## config.mk

```make
export PLATFORM = sky130hd
export DESIGN_NAME = cpt_round
export DESIGN_NICKNAME = d
export VERILOG_FILES = /design/src/cpt_pkg.sv /design/src/cpt_round.sv
export SDC_FILE = /design/constraint.sdc
export NUM_CORES = 1
export LEC_CHECK = 0
export ABC_AREA = 1
export BUFFER_PORTS_ARGS = -buffer_cell sky130_fd_sc_hd__buf_2
export CAP_MARGIN = 5
export CORE_MARGIN = 2
export CORE_UTILIZATION = 40
export CTS_CLUSTER_SIZE = 25
export DETAILED_ROUTE_END_ITERATION = 7
export PLACE_DENSITY = 0.75
export SLEW_MARGIN = 30
export SYNTH_ARGS = -nofsm -noshare
export SYNTH_HDL_FRONTEND = slang
export SYNTH_SLANG_ARGS = --single-unit
```

## constraint.sdc

```tcl
create_clock -name clk -period 3.1 [get_ports clk]
set_clock_uncertainty 0.15 [all_clocks]
set_input_delay 0.155 -clock clk [delete_from_list [all_inputs] [get_ports clk]]
set_output_delay 0.155 -clock clk [all_outputs]
set_load 0.005 [all_outputs]
```

## src/cpt_pkg.sv

```systemverilog
// ----------------------------------------------------------------------------
// Clarke/Park transform package
// Shared widths, constants, the quarter-wave sine table and the records that
// pass between the pipeline sections.
// ----------------------------------------------------------------------------
`default_nettype none

package cpt_pkg;

  localparam int ANGLE_BITS   = 10;
  localparam int SAMPLE_WIDTH = 16;

  // Sine and cosine are Q1.15 regardless of the sample width.
  localparam int TRIG_W    = 16;
  localparam int Q_FRAC    = 15;
  localparam int OUT_SHIFT = 2 * Q_FRAC;

  // u + 2v needs two extra bits; (u + 2v) / sqrt3 stays below 2^(SW+15).
  localparam int Y0_W  = SAMPLE_WIDTH + 2;
  localparam int Y_W   = SAMPLE_WIDTH + 16;
  localparam int PX_W  = SAMPLE_WIDTH + TRIG_W;
  localparam int ACC_W = Y_W + TRIG_W;
  localparam int RND_W = ACC_W - OUT_SHIFT;

  localparam int QTR_BITS  = ANGLE_BITS - 2;
  localparam int QTR_STEPS = 1 << QTR_BITS;

  localparam int IN_DATA_W  = ((2 * SAMPLE_WIDTH + ANGLE_BITS + 7) / 8) * 8;
  localparam int OUT_DATA_W = ((3 * SAMPLE_WIDTH + 7) / 8) * 8;

  localparam logic signed [TRIG_W-1:0] INV_SQRT3_Q15  = 16'sd18919;
  localparam logic signed [TRIG_W-1:0] HALF_SQRT3_Q15 = 16'sd28378;

  typedef enum logic {
    FUNC_FWD = 1'b0,
    FUNC_INV = 1'b1
  } func_t;

  // Q30 coefficients of sin(pi/2 * x) on x in [0, 1].
  localparam longint PC1 = 64'sd1686629713;
  localparam longint PC3 = 64'sd693598668;
  localparam longint PC5 = 64'sd85569306;
  localparam longint PC7 = 64'sd5026995;
  localparam longint PC9 = 64'sd172273;

  typedef logic [TRIG_W-2:0] qmag_t;
  typedef qmag_t qtab_t [QTR_STEPS];

  // Evaluated at elaboration only, to fill the constant table.
  function automatic longint quarter_sin(input int k);
    longint x;
    longint x2;
    longint p;
    longint s;
    x  = longint'(k) <<< (30 - QTR_BITS);
    x2 = (x * x) >>> 30;
    p  = PC9;
    p  = PC7 - ((x2 * p) >>> 30);
    p  = PC5 - ((x2 * p) >>> 30);
    p  = PC3 - ((x2 * p) >>> 30);
    p  = PC1 - ((x2 * p) >>> 30);
    s  = (x * p) >>> 30;
    s  = (s + 64'sd16384) >>> 15;
    if (s > 64'sd32767) begin
      s = 64'sd32767;
    end
    return s;
  endfunction

  function automatic qtab_t build_qtab();
    qtab_t t;
    for (int k = 0; k < QTR_STEPS; k++) begin
      t[k] = qmag_t'(quarter_sin(k));
    end
    return t;
  endfunction

  localparam qtab_t QSIN_TAB  = build_qtab();
  localparam qmag_t QSIN_PEAK = qmag_t'(quarter_sin(QTR_STEPS));

  // Full-turn sine from the quarter table; odd quadrants read mirrored, and
  // the mirrored read of index zero is the peak that the table does not hold.
  function automatic logic signed [TRIG_W-1:0] rom_sin(input logic [ANGLE_BITS-1:0] a);
    logic [1:0]          quad;
    logic [QTR_BITS-1:0] k;
    logic [QTR_BITS-1:0] idx;
    qmag_t               mag;
    quad = a[ANGLE_BITS-1 -: 2];
    k    = a[QTR_BITS-1:0];
    idx  = quad[0] ? (QTR_BITS'(0) - k) : k;
    if (quad[0] && (k == '0)) begin
      mag = QSIN_PEAK;
    end else begin
      mag = QSIN_TAB[idx];
    end
    return quad[1] ? -$signed({1'b0, mag}) : $signed({1'b0, mag});
  endfunction

  typedef struct packed {
    func_t                          func;
    logic signed [SAMPLE_WIDTH-1:0] x;
    logic signed [Y0_W-1:0]         y0;
    logic signed [TRIG_W-1:0]       sin_val;
    logic signed [TRIG_W-1:0]       cos_val;
  } trig_t;

  typedef struct packed {
    func_t                   func;
    logic signed [ACC_W-1:0] r1;
    logic signed [ACC_W-1:0] r2;
  } rot_t;

  typedef struct packed {
    logic signed [ACC_W-1:0] acc0;
    logic signed [ACC_W-1:0] acc1;
    logic signed [ACC_W-1:0] acc2;
  } acc_t;

endpackage

`default_nettype wire

```

## src/cpt_round.sv

```systemverilog
// ----------------------------------------------------------------------------
// Output stage
// Rounds each accumulator half up from Q30 and saturates it to a sample.
// ----------------------------------------------------------------------------
`default_nettype none

module cpt_round (
  input  logic                                    clk,
  input  logic                                    rst,
  input  logic                                    in_valid,
  output logic                                    in_ready,
  input  cpt_pkg::acc_t                           in_data,
  output logic                                    out_valid,
  input  logic                                    out_ready,
  output logic signed [cpt_pkg::SAMPLE_WIDTH-1:0] out_first,
  output logic signed [cpt_pkg::SAMPLE_WIDTH-1:0] out_second,
  output logic signed [cpt_pkg::SAMPLE_WIDTH-1:0] out_third
);
  import cpt_pkg::*;

  localparam logic signed [ACC_W-1:0] RND_HALF =
    ACC_W'(longint'(1) <<< (OUT_SHIFT - 1));
  localparam logic signed [RND_W-1:0] Q_MAX =
    RND_W'((longint'(1) <<< (SAMPLE_WIDTH - 1)) - longint'(1));
  localparam logic signed [RND_W-1:0] Q_MIN =
    RND_W'(-(longint'(1) <<< (SAMPLE_WIDTH - 1)));

  function automatic logic signed [SAMPLE_WIDTH-1:0] finish(
    input logic signed [ACC_W-1:0] acc
  );
    logic signed [ACC_W-1:0] r;
    logic signed [RND_W-1:0] q;
    r = acc + RND_HALF;
    q = $signed(r[ACC_W-1:OUT_SHIFT]);
    if (q > Q_MAX) begin
      q = Q_MAX;
    end else if (q < Q_MIN) begin
      q = Q_MIN;
    end
    return SAMPLE_WIDTH'(q);
  endfunction

  logic en;

  assign en       = !out_valid || out_ready;
  assign in_ready = en;

  always_ff @(posedge clk) begin
    if (rst) begin
      out_valid <= 1'b0;
    end else if (en) begin
      out_valid <= in_valid;
    end
  end

  always_ff @(posedge clk) begin
    if (en) begin
      out_first  <= finish(in_data.acc0);
      out_second <= finish(in_data.acc1);
      out_third  <= finish(in_data.acc2);
    end
  end

endmodule

`default_nettype wire

```

==> impl_metrics.ini <==
[status]
status = complete, no violations

[die]
ioPinCount = 198
die_h_um = 94.9
fp.dieArea_um2 = 9000
placementRows = 33
initial_core_util_pct = 40.8
die-width_um = 94.9
coreArea_um2 = 8090

[route]
drt_iter0_drc = 50
avgRoutedWirePerCell_um = 11.5
num_vias = 2827
dr.pass1.iters = 4
route.detailed.drc = 0
avgViaCountPerCell = 4.54
drtAntennaViolNets = 0
wl_um = 7180

[critical_path]
critPathRequiredTime_ps = 2990
cp-start-kind = input port
worstSetupPathType = in -> reg
worst-path-max-fanout = 15
cp-end-kind = register
crit_arrival_ps = 1710

[layout]
antenna_cells = 0
post-route-util_pct = 50.2
nNetsFinal = 668
fin_area_um2 = 4060
syn_to_final_growth_pct = 23.0
layout-drive-gt1-share_pct = 30.3

[timing]
rsz0062_at_grt = false
setup_tns_ps = 0
worst_slack_ps = 1280
slew_headroom_pct = 56.4
setup_viol = 0
worst_pin_slew_ps = 654
finalHoldViolations = 0
fmax_mhz = 550
maxSlewViolCount = 0
period_minus_slack_ps = 1820
fin_crit_sh_pct = 58.6

[clock_tree]
clk_pin_slew_worst_paths_ps = 90
cts-root-buf = clkbuf_8
clkLatencyLatePin_ps = 300
cts_made_buffers = 5
clkSinkCount = 49
cts_setup_buffers = 0
htreeDepth = 2
post_cts_resized = 0
clk_path_buf_depth = 2
cts_tree = yes

[grt]
grt_pass1_wl_um = 11600
use_met2_pct = 29.0
busiest_layer = met2
grt-ovfl-total = 0
grt.met1_usage_pct = 19.8
gr-usage-met3_pct = 4.15
first_global_vias = 2649
track_usage_pct = 16.4
grt_start_max_net_pins = 30
antenna_found_initial = 0

[placed_design]
place_ws_ps = 913
place_congestion = 0.953
place_hpwl_um = 5820
io_buffer_count = 110
placed_area_um2 = 3930

[pwr]
leakage_nw = 2.01
fin_total_pwr_w = 0.00158
power_density_nw_per_um2 = 389
ir_drop_uv = 198

[logic_synthesis]
yosysSeqAreaShare_pct = 44.2
syn_area_um2 = 3300
synth-seq-cells = 49
synth_nets = 554
synthCells = 403
syn_area_per_cell_um2 = 8.20
synth_cell_types = 27
yosysWarnings = 0

[worst_hold_path]
hold_class = in -> reg

[flow_run]
maxCapViolations = 0
-- timing repair --
action                                  CTS  global route
endpoints found under the setup margin    0             0
hold endpoints to repair                  1             0
hold buffers                              2             0
-- worst max-delay path: stages --
cell,delay (ps)
buf_2,100
ha_1,190
nand3_2,150
inv_1,100
nand2_1,100
o21ai_0,180
nand2_1,100
o21ai_2,480
nand2_1,130
-- cells by family (layout without fill, tap and decap cells) --
family	Yosys count	count (layout)	synth area share (%)
AO/OA/AOI/OAI	8	8	1.89
flip-flops	49	49	44.2
XOR/XNOR	44	44	12.2
buffers and inverters	51	166	7.04
adder cells (fa/ha/maj)	3	3	1.14
AND/OR/NAND/NOR	248	248	33.5
-- cell usage in the layout (no fill, tap or decap) --
cell type,n
buf_4,1
dlygate4sd3_1,2
xor2_4,1
o21ai_0,2
nand4_1,3
nor2_8,1
nand3_2,3
ha_1,3
a21oi_1,1
nand2_1,153
nand2_2,19
nor2_2,6
o21ai_4,1
o21ai_1,1
nor3_1,4
edfxtp_1,48
bufinv_16,1
clkbuf_8,5
xnor2_1,19
xor2_1,24
o21ai_2,3
nor2_1,34
nor2_4,3
buf_2,110
clkbuf_1,1
inv_1,45
nand3b_1,1
dfxtp_1,1
and2_1,2
nand3_1,17
clkinv_4,1
nand2_4,2
-- metrics by stage --
step,hold slack [ps],instances
after floorplan,74.1,403
after global placement,162,613
after detailed placement,166,613
after CTS,67.2,623
after global routing,85.2,623
final,73.3,623
-- synth_stat cells, drive strengths merged --
master	n	share of area (%)
a21oi	1	0.15
nor2	44	6.6
nand2	174	22
o21ai	7	1.7
and2	2	0.38
edfxtp	48	44
inv	45	5.1
nor3	4	0.61
nand3b	1	0.23
nand3	20	3.5
xnor2	19	5.0
ha	3	1.1
buf	6	1.9
xor2	25	7.2
nand4	3	0.57
dfxtp	1	0.61
-- flip-flops by register name (all words and copies together) (netlist names) --
name,count
out_first,16
out_third,16
out_second,16
out_valid,1
-- final cells by class --
cell class | instances | area, um^2
Clock buffer | 6 | 72.6
Timing Repair Buffer | 113 | 578
Fill cell | 815 | 4030
Sequential cell | 49 | 1460
Multi-Input combinational cell | 303 | 1610
Inverter | 45 | 169
Tap cell | 105 | 131
Clock inverter | 2 | 38.8
-- report_power, final --
group	total (W)	switching, W	internal [W]	leakage, nW
Sequential	0.000816	0.0000141	0.000802	0.493
Combinational	0.000313	0.000183	0.000130	1.46
Clock	0.000451	0.000209	0.000242	0.0554
Total	0.00158	0.000407	0.00117	2.01
-- routing by layer --
metal	up-vias	share of wire [%]	wire length, um
li1	1486	-	-
met1	1235	43	3070
met2	93	48	3450
met3	13	7.5	540
met4	0	1.8	128
met5	-	0	0
-- path summary, 6_finish.rpt --
check | cells past startpoint | slack [ps] | endpoint | start
worst min-delay path | 3 | 70 | out_first[15]$_SDFFCE_PN0P_ | in_data[143]
worst min register to register | 1 | 780 | out_first[4]$_SDFFCE_PN1P_ | out_valid$_SDFFE_PP0P_
worst max-delay path | 9 | 1280 | out_first[12]$_SDFFCE_PN1P_ | in_data[125]
worst max register to register | 3 | 1420 | out_valid$_SDFFE_PP0P_ | out_valid$_SDFFE_PP0P_
No activity file was read; power rests on OpenSTA's default activity.
