===== src/cpt_pkg.sv =====
// ----------------------------------------------------------------------------
// Clarke/Park transform package
// Shared widths, constants, the quarter-wave sine table and the records that
// pass between the pipeline sections.
// ----------------------------------------------------------------------------
`default_nettype none

package cpt_pkg;

  localparam int ANGLE_BITS   = 10;
  localparam int SAMPLE_WIDTH = 16;

  // Sine and cosine are Q1.15 regardless of the sample width.
  localparam int TRIG_W    = 16;
  localparam int Q_FRAC    = 15;
  localparam int OUT_SHIFT = 2 * Q_FRAC;

  // u + 2v needs two extra bits; (u + 2v) / sqrt3 stays below 2^(SW+15).
  localparam int Y0_W  = SAMPLE_WIDTH + 2;
  localparam int Y_W   = SAMPLE_WIDTH + 16;
  localparam int PX_W  = SAMPLE_WIDTH + TRIG_W;
  localparam int ACC_W = Y_W + TRIG_W;
  localparam int RND_W = ACC_W - OUT_SHIFT;

  localparam int QTR_BITS  = ANGLE_BITS - 2;
  localparam int QTR_STEPS = 1 << QTR_BITS;

  localparam int IN_DATA_W  = ((2 * SAMPLE_WIDTH + ANGLE_BITS + 7) / 8) * 8;
  localparam int OUT_DATA_W = ((3 * SAMPLE_WIDTH + 7) / 8) * 8;

  localparam logic signed [TRIG_W-1:0] INV_SQRT3_Q15  = 16'sd18919;
  localparam logic signed [TRIG_W-1:0] HALF_SQRT3_Q15 = 16'sd28378;

  typedef enum logic {
    FUNC_FWD = 1'b0,
    FUNC_INV = 1'b1
  } func_t;

  // Q30 coefficients of sin(pi/2 * x) on x in [0, 1].
  localparam longint PC1 = 64'sd1686629713;
  localparam longint PC3 = 64'sd693598668;
  localparam longint PC5 = 64'sd85569306;
  localparam longint PC7 = 64'sd5026995;
  localparam longint PC9 = 64'sd172273;

  typedef logic [TRIG_W-2:0] qmag_t;
  typedef qmag_t qtab_t [QTR_STEPS];

  // Evaluated at elaboration only, to fill the constant table.
  function automatic longint quarter_sin(input int k);
    longint x;
    longint x2;
    longint p;
    longint s;
    x  = longint'(k) <<< (30 - QTR_BITS);
    x2 = (x * x) >>> 30;
    p  = PC9;
    p  = PC7 - ((x2 * p) >>> 30);
    p  = PC5 - ((x2 * p) >>> 30);
    p  = PC3 - ((x2 * p) >>> 30);
    p  = PC1 - ((x2 * p) >>> 30);
    s  = (x * p) >>> 30;
    s  = (s + 64'sd16384) >>> 15;
    if (s > 64'sd32767) begin
      s = 64'sd32767;
    end
    return s;
  endfunction

  function automatic qtab_t build_qtab();
    qtab_t t;
    for (int k = 0; k < QTR_STEPS; k++) begin
      t[k] = qmag_t'(quarter_sin(k));
    end
    return t;
  endfunction

  localparam qtab_t QSIN_TAB  = build_qtab();
  localparam qmag_t QSIN_PEAK = qmag_t'(quarter_sin(QTR_STEPS));

  // Full-turn sine from the quarter table; odd quadrants read mirrored, and
  // the mirrored read of index zero is the peak that the table does not hold.
  function automatic logic signed [TRIG_W-1:0] rom_sin(input logic [ANGLE_BITS-1:0] a);
    logic [1:0]          quad;
    logic [QTR_BITS-1:0] k;
    logic [QTR_BITS-1:0] idx;
    qmag_t               mag;
    quad = a[ANGLE_BITS-1 -: 2];
    k    = a[QTR_BITS-1:0];
    idx  = quad[0] ? (QTR_BITS'(0) - k) : k;
    if (quad[0] && (k == '0)) begin
      mag = QSIN_PEAK;
    end else begin
      mag = QSIN_TAB[idx];
    end
    return quad[1] ? -$signed({1'b0, mag}) : $signed({1'b0, mag});
  endfunction

  typedef struct packed {
    func_t                          func;
    logic signed [SAMPLE_WIDTH-1:0] x;
    logic signed [Y0_W-1:0]         y0;
    logic signed [TRIG_W-1:0]       sin_val;
    logic signed [TRIG_W-1:0]       cos_val;
  } trig_t;

  typedef struct packed {
    func_t                   func;
    logic signed [ACC_W-1:0] r1;
    logic signed [ACC_W-1:0] r2;
  } rot_t;

  typedef struct packed {
    logic signed [ACC_W-1:0] acc0;
    logic signed [ACC_W-1:0] acc1;
    logic signed [ACC_W-1:0] acc2;
  } acc_t;

endpackage

`default_nettype wire


===== src/cpt_clarke.sv =====
// ----------------------------------------------------------------------------
// Inverse Clarke section
// Builds the three phase accumulators on the inverse path and passes the
// rotated pair through on the forward path. Two register stages.
// ----------------------------------------------------------------------------
`default_nettype none

module cpt_clarke (
  input  logic          clk,
  input  logic          rst,
  input  logic          in_valid,
  output logic          in_ready,
  input  cpt_pkg::rot_t in_data,
  output logic          out_valid,
  input  logic          out_ready,
  output cpt_pkg::acc_t out_data
);
  import cpt_pkg::*;

  logic vd;
  logic en_d, en_e;

  func_t                   d_func;
  logic signed [ACC_W-1:0] d_a;
  logic signed [ACC_W-1:0] d_b;

  logic signed [ACC_W-1:0] a_sh15, a_sh14;
  acc_t                    acc_next;

  assign en_e     = !out_valid || out_ready;
  assign en_d     = !vd || en_e;
  assign in_ready = en_d;

  always_ff @(posedge clk) begin
    if (rst) begin
      vd        <= 1'b0;
      out_valid <= 1'b0;
    end else begin
      if (en_d) vd        <= in_valid;
      if (en_e) out_valid <= vd;
    end
  end

  // On the inverse path beta fits in Y_W bits, which keeps the multiply narrow.
  always_ff @(posedge clk) begin
    if (en_d) begin
      d_func <= in_data.func;
      d_a    <= in_data.r1;
      d_b    <= (in_data.func == FUNC_INV) ?
                ACC_W'($signed(in_data.r2[Y_W-1:0])) * ACC_W'(HALF_SQRT3_Q15) :
                in_data.r2;
    end
  end

  always_comb begin
    a_sh15 = d_a <<< Q_FRAC;
    a_sh14 = d_a <<< (Q_FRAC - 1);
    unique case (d_func)
      FUNC_INV: begin
        acc_next.acc0 = a_sh15;
        acc_next.acc1 = d_b - a_sh14;
        acc_next.acc2 = -a_sh14 - d_b;
      end
      FUNC_FWD: begin
        acc_next.acc0 = d_a;
        acc_next.acc1 = d_b;
        acc_next.acc2 = '0;
      end
      default: begin
        acc_next = '0;
      end
    endcase
  end

  always_ff @(posedge clk) begin
    if (en_e) begin
      out_data <= acc_next;
    end
  end

endmodule

`default_nettype wire


===== config.mk =====
export PLATFORM = sky130hd
export DESIGN_NAME = cpt_clarke
export DESIGN_NICKNAME = d
export VERILOG_FILES = /design/src/cpt_pkg.sv /design/src/cpt_clarke.sv
export SDC_FILE = /design/constraint.sdc
export NUM_CORES = 1
export LEC_CHECK = 0
export BUFFER_PORTS_ARGS = -buffer_cell sky130_fd_sc_hd__buf_2
export CORE_MARGIN = 5
export CORE_UTILIZATION = 45
export CTS_BUF_LIST = sky130_fd_sc_hd__clkbuf_8
export CTS_CLUSTER_SIZE = 16
export DETAILED_ROUTE_END_ITERATION = 6
export PLACE_DENSITY = 0.63
export RECOVER_POWER = 50
export SLEW_MARGIN = 20
export SYNTH_ARGS = -nofsm -noshare
export SYNTH_HDL_FRONTEND = slang
export SYNTH_SLANG_ARGS = --single-unit

===== constraint.sdc =====
create_clock -name clk -period 16 [get_ports clk]
set_input_delay 1.6 -clock clk [delete_from_list [all_inputs] [get_ports clk]]
set_output_delay 1.6 -clock clk [all_outputs]
set_load 0.05 [all_outputs]

==> flow_metrics.env, run 1 <==
export IMPL_outcome="finished with violations"
export IMPL_violations="capacitance limit, slew limit"
export IMPL_finalClockSkew_ns=0.02914
export IMPL_slew_viol_final=334
export IMPL_wl_um=66410
export IMPL_async_reset_ff_share_pct=0
export IMPL_clock_sinks=243
export IMPL_fin_crit_sh_pct=43.07
export IMPL_required_ns=16.31
export IMPL_nets=3272
export IMPL_wl_per_cell_um=19.58
export IMPL_ant_nets=0
export IMPL_antenna_found_initial=2
export IMPL_htreeDepth=2
export IMPL_cp_top_family="adder cells"
export IMPL_min_period_ns=6.891
export IMPL_syn_inst=2445
export IMPL_ff2ff_setup_slack_ns=9.89
export IMPL_worst_pin_slew_ns=3.614
export IMPL_dr_pass1_iters=4
export IMPL_ys_warn_count=0
export IMPL_cts_tree="built"
export IMPL_drive_gt1_share_pct=11.62
export IMPL_yosysSeqAreaShare_pct=29.57
export IMPL_syn_avg_cell_area_um2=10.06
export IMPL_cts_buffers=40
export IMPL_min_path_type="flop to flop"
export IMPL_die_area_um2=59460
export IMPL_path_max_fanout=7
export IMPL_holdBufCountCts=0
export IMPL_grt_max_degree=85
export IMPL_area_delta_synth_final_pct=9.956
export IMPL_timing_rr_end="out_data[43]$_SDFFCE_PN0P_"
export IMPL_critical_path_class="input port to flop"
export IMPL_crit_cells=21
export IMPL_grtUsageTotal_pct=22.19
export IMPL_drtIter0Drc=1053
export IMPL_die_height_um=243.8
export IMPL_max_slew_margin_pct=-140.9
export IMPL_synthesis_area_um2=24610
export IMPL_tns_ns=0
export IMPL_synth_net_count=3051
export IMPL_crit_buf_inv=6
export IMPL_grt_pass1_wl_um=104800
export IMPL_crit_path_end_kind="flop"
export IMPL_vias=17781
export IMPL_grt_ovfl_total=0
export IMPL_finalHoldViolCount=0
export IMPL_row_count=85
export IMPL_io_buffers=246
export IMPL_endpoint="d_b[47]$_DFFE_PP_"
export IMPL_start_util_pct=45.55
export IMPL_crit_path_start="in_data[6]"
export IMPL_gp_congestion=0.9602
export IMPL_synth_edf_count=241
export IMPL_drc=0
export IMPL_ys_seq_elements=243
export IMPL_cts_root_buf="clkbuf_8"
export IMPL_arrival_ns=7.20
export IMPL_insertion_delay_ns=0.56
export IMPL_grt_setup_unrepaired="no"
export IMPL_clockBufferDepth=3
export IMPL_crit_path_max_incr_delay_ns=0.58
export IMPL_cap_violations=6
export IMPL_clk_pin_slew_worst_paths_ns=0.06
export IMPL_num_io_pins=247
export IMPL_rr_worst_depth=6
export IMPL_core_area_um2=54030
export IMPL_setup_violations_final=0
export IMPL_synth_ff_type="edfxtp_1"
export IMPL_r2r_start="d_func$_DFFE_PP_"
export IMPL_cts_repair_resized=0
export IMPL_routed_via_density=5.244
export IMPL_crit_chain="buf_2, ha_1, inv_1, fa_1, fa_1, inv_1, fa_1, fa_1, inv_1, fa_1, inv_1, ha_1, inv_1, o21bai_1, a311oi_1, a21o_1, and3_4, or4_4, a211oi_1, or4_1, nand3_1"
export IMPL_dp_hpwl_um=55540
export IMPL_fp_dieW_um=243.8
export IMPL_fmax_mhz=145.1
export IMPL_post_cts_buffers=0
export IMPL_start_kind="input port"
export IMPL_grt_pass1_vias=18629
export IMPL_slowest_stage="or4_4"
export IMPL_synth_cell_types=95
## per-stage QoR
step / util [%] / area, µm² / instances / setup slack, ns / hold WS, ns
final: 50.08 / 27060 / 3391 / 9.109 / 0.4585
after global routing: 50.08 / 27060 / 3391 / 8.836 / 0.4774
after CTS: 50.28 / 27170 / 3390 / 9.147 / 0.4642
after detailed placement: 48.97 / 26460 / 3320 / 8.536 / 0.4502
after global placement: 48.97 / 26460 / 3320 / 8.530 / 0.4418
after floorplan: - / 24610 / 2445 / 9.011 / 0.4264
## synth_stat cells, drive strengths merged, types with 23 or more instances
library cell	count	share of area [%]
edfxtp	241	29
xor2	46	1.6
o21ai	87	1.8
nand4	32	0.87
clkbuf	51	0.78
xnor2	84	3.0
nand2	102	1.6
a21o	60	1.8
inv	514	7.8
nor2	179	2.7
mux2	44	2.0
fa	236	19
buf	23	0.51
a21oi	160	3.3
ha	269	14
nor3	29	0.61
nand3	29	0.61
## per-layer routing
layer | up-vias | share of wire [%] | track usage (%)
met3 | 98 | 4.7 | 2.850
met2 | 421 | 48 | 37.19
li1 | 8592 | - | -
met4 | 0 | 2.7 | 6.090
met1 | 8670 | 45 | 30.61
met5 | - | 0 | 0
## area by class of cell
class,count,area [µm²]
Clock inverter,30,160.2
Tap cell,696,870.8
Clock buffer,40,550.5
Inverter,515,1934
Sequential cell,243,7277
Timing Repair Buffer,253,1182
Antenna cell,1,2.502
Multi-Input combinational cell,1613,15080
Fill cell,5059,26970
## worst min path at each step
stage                               startpoint                     end  cells after the start
final                         d_b[1]$_DFFE_PP_  out_data[49]$_DFFE_PP_                      0
after global placement        d_b[1]$_DFFE_PP_  out_data[49]$_DFFE_PP_                      0
after detailed placement      d_b[1]$_DFFE_PP_  out_data[49]$_DFFE_PP_                      0
after floorplan           d_b[0]$_SDFFCE_PP0P_  out_data[48]$_DFFE_PP_                      0
after CTS                     d_b[1]$_DFFE_PP_  out_data[49]$_DFFE_PP_                      0
after global routing          d_b[1]$_DFFE_PP_  out_data[49]$_DFFE_PP_                      0
## flip-flops by register name, indices dropped and copies added (netlist names)
register   flops
out_data     144
out_valid      1
d_func         1
vd             1
d_b           48
d_a           48
## cell families (layout without fill, tap and decap cells)
family / count (synthesis) / count (layout) / share of synthesized area (%)
fa+ha+maj: 514 / 514 / 33.24
xor+xnor: 130 / 130 / 4.627
buf+inv: 589 / 838 / 9.147
other cells: 0 / 1 / 0
compound gates: 459 / 459 / 12.32
simple gates: 461 / 461 / 8.878
mux: 49 / 49 / 2.217
flops: 243 / 243 / 29.57
## layout by cell type, fill, tap and decap left out, drive strengths merged, types with 5 or more instances in the layout
cell type	count
a211oi	12
a21boi	7
a21o	60
a21oi	160
a31oi	15
and2	8
and3	7
buf	180
clkbuf	113
clkinv	10
edfxtp	241
fa	236
ha	269
inv	532
maj3	9
mux2	44
mux2i	5
nand2	102
nand2b	14
nand3	29
nand4	32
nor2	179
nor2b	20
nor3	29
nor3b	6
nor4	12
o211ai	6
o21a	15
o21ai	87
o21ba	6
o21bai	19
o221ai	7
o22ai	9
o31ai	11
or3	8
or4	6
xnor2	84
xor2	46
Power of run 1 is left out: the tool's default activity adds up to more than one toggle a clock period on the data nets, which glitch-free logic cannot reach.
==> run 2, diff against run 1 <==
Clock period 16 ns to 7.12 ns, I/O delays scaled along.
==> flow_metrics.env, run 2 (same netlist as run 1, synthesis figures left out) <==
export IMPL_outcome="finished with violations"
export IMPL_violations="capacitance limit, slew limit"
export IMPL_crit_top_cell="inv_1"
export IMPL_rr_worst_depth=3
export IMPL_vias=17818
export IMPL_setup_violations_final=0
export IMPL_drtIter0Drc=1106
export IMPL_fillers=5120
export IMPL_grt_pass1_vias=18714
export IMPL_grt_pass1_wl_um=104800
export IMPL_regMostFlops="out_data"
export IMPL_crit_path_end_kind="flop"
export IMPL_critical_path_class="input port to flop"
export IMPL_ant_nets=0
export IMPL_cts_tree="built"
export IMPL_die_area_um2=59460
export IMPL_regArea_um2=7277
export IMPL_multiInputGateArea_um2=15080
export IMPL_arrival_ns=6.40
export IMPL_dp_slack_ns=0.5083
export IMPL_post_cts_buffers=0
export IMPL_insertion_delay_ns=0.57
export IMPL_slew_viol_final=250
export IMPL_clock_sinks=243
export IMPL_worst_pin_slew_ns=3.065
export IMPL_finalNonFillerCells=3390
export IMPL_die_height_um=243.8
export IMPL_fin_ws_ns=1.159
export IMPL_grt_ovfl_total=0
export IMPL_cts_root_buf="clkbuf_8"
export IMPL_grt_setup_unrepaired="no"
export IMPL_nets=3272
export IMPL_largest_register_ffs=144
export IMPL_crit_chain="buf_2, ha_1, inv_1, fa_1, inv_1, fa_1, inv_1, fa_1, inv_1, fa_1, inv_1, fa_1, inv_1, ha_1, a21o_1, a21oi_1, nor2b_1, nor2_1, o21ai_1, a221o_1, a21o_1, or4_1, nand3_1"
export IMPL_gp_congestion=0.9617
export IMPL_start_util_pct=45.55
export IMPL_crit_cells=23
export IMPL_drive_gt1_share_pct=10.25
export IMPL_cap_violations=5
export IMPL_crit_path_max_incr_delay_ns=0.54
export IMPL_max_slew_margin_pct=-105.5
export IMPL_wl_um=66130
export IMPL_htreeDepth=2
export IMPL_slowest_stage="fa_1"
export IMPL_grtUsageTotal_pct=22.07
export IMPL_reg_top3="out_data x144, d_a x48, d_b x48"
export IMPL_finalClockSkew_ns=0.03540
export IMPL_mostFrequentLayoutCells="522 x inv_1, 269 x ha_1, 241 x edfxtp_1, 236 x fa_1, 179 x nor2_1"
export IMPL_area_delta_synth_final_pct=10.07
export IMPL_fmax_mhz=167.8
export IMPL_fin_crit_sh_pct=83.72
export IMPL_io_buffers=246
export IMPL_crit_buf_inv=7
export IMPL_routed_via_density=5.256
export IMPL_path_max_fanout=8
export IMPL_finalHoldViolCount=0
export IMPL_num_io_pins=247
export IMPL_cp_top_family="adder cells"
export IMPL_holdBufCountCts=0
export IMPL_dr_pass1_iters=6
export IMPL_min_path_type="input port to flop"
export IMPL_drc=0
export IMPL_antenna_found_initial=4
export IMPL_core_area_um2=54030
export IMPL_cts_repair_resized=0
export IMPL_cts_buffers=38
export IMPL_hold_path_depth=2
export IMPL_fp_dieW_um=243.8
export IMPL_clk_pin_slew_worst_paths_ns=0.06
export IMPL_clockBufferDepth=3
export IMPL_row_count=85
export IMPL_dp_hpwl_um=55660
export IMPL_start_kind="input port"
export IMPL_tns_ns=0
export IMPL_final_common_cell="inv_1"
export IMPL_grt_max_degree=85
export IMPL_wl_per_cell_um=19.51
export IMPL_required_ns=7.55
export IMPL_dp_cells=3322
export IMPL_min_period_ns=5.961
==> run 2: cell type report <==
type | count | share of cell area (%)
Multi-Input combinational cell | 1613 | 55.67
Antenna cell | 2 | 0.01848
Clock inverter | 24 | 0.7299
Inverter | 515 | 7.142
Tap cell | 696 | 3.215
Clock buffer | 42 | 2.134
Timing Repair Buffer | 255 | 4.222
Sequential cell | 243 | 26.87
==> run 2: path summary, 6_finish.rpt <==
path                                        startpoint                          end  slack [ns]
worst max-delay path                       in_data[24]            d_b[47]$_DFFE_PP_        1.16
worst min-delay path                               rst       out_valid$_SDFFE_PP0P_        0.30
worst max register to register  out_valid$_SDFFE_PP0P_  out_data[100]$_SDFFCE_PP0P_        2.39
worst min register to register    d_b[0]$_SDFFCE_PP0P_       out_data[48]$_DFFE_PP_        0.45
==> run 2: metrics by stage <==
stage / utilization, % / hold slack (ns) / area [µm²]
final: 50.13 / 0.3039 / 27090
after global routing: 50.13 / 0.2716 / 27090
after CTS: 50.43 / 0.2621 / 27250
after detailed placement: 49.00 / 0.4526 / 26470
after global placement: 49.00 / 0.4445 / 26470
after floorplan: - / 0.4264 / 24610
==> run 2: routing by layer <==
layer,track usage [%],share of wire [%]
met3,2.214,4.1
met4,5.360,2.5
met2,37.55,48
met1,30.67,45
met5,0,0
Power of run 2 is left out for the same reason.
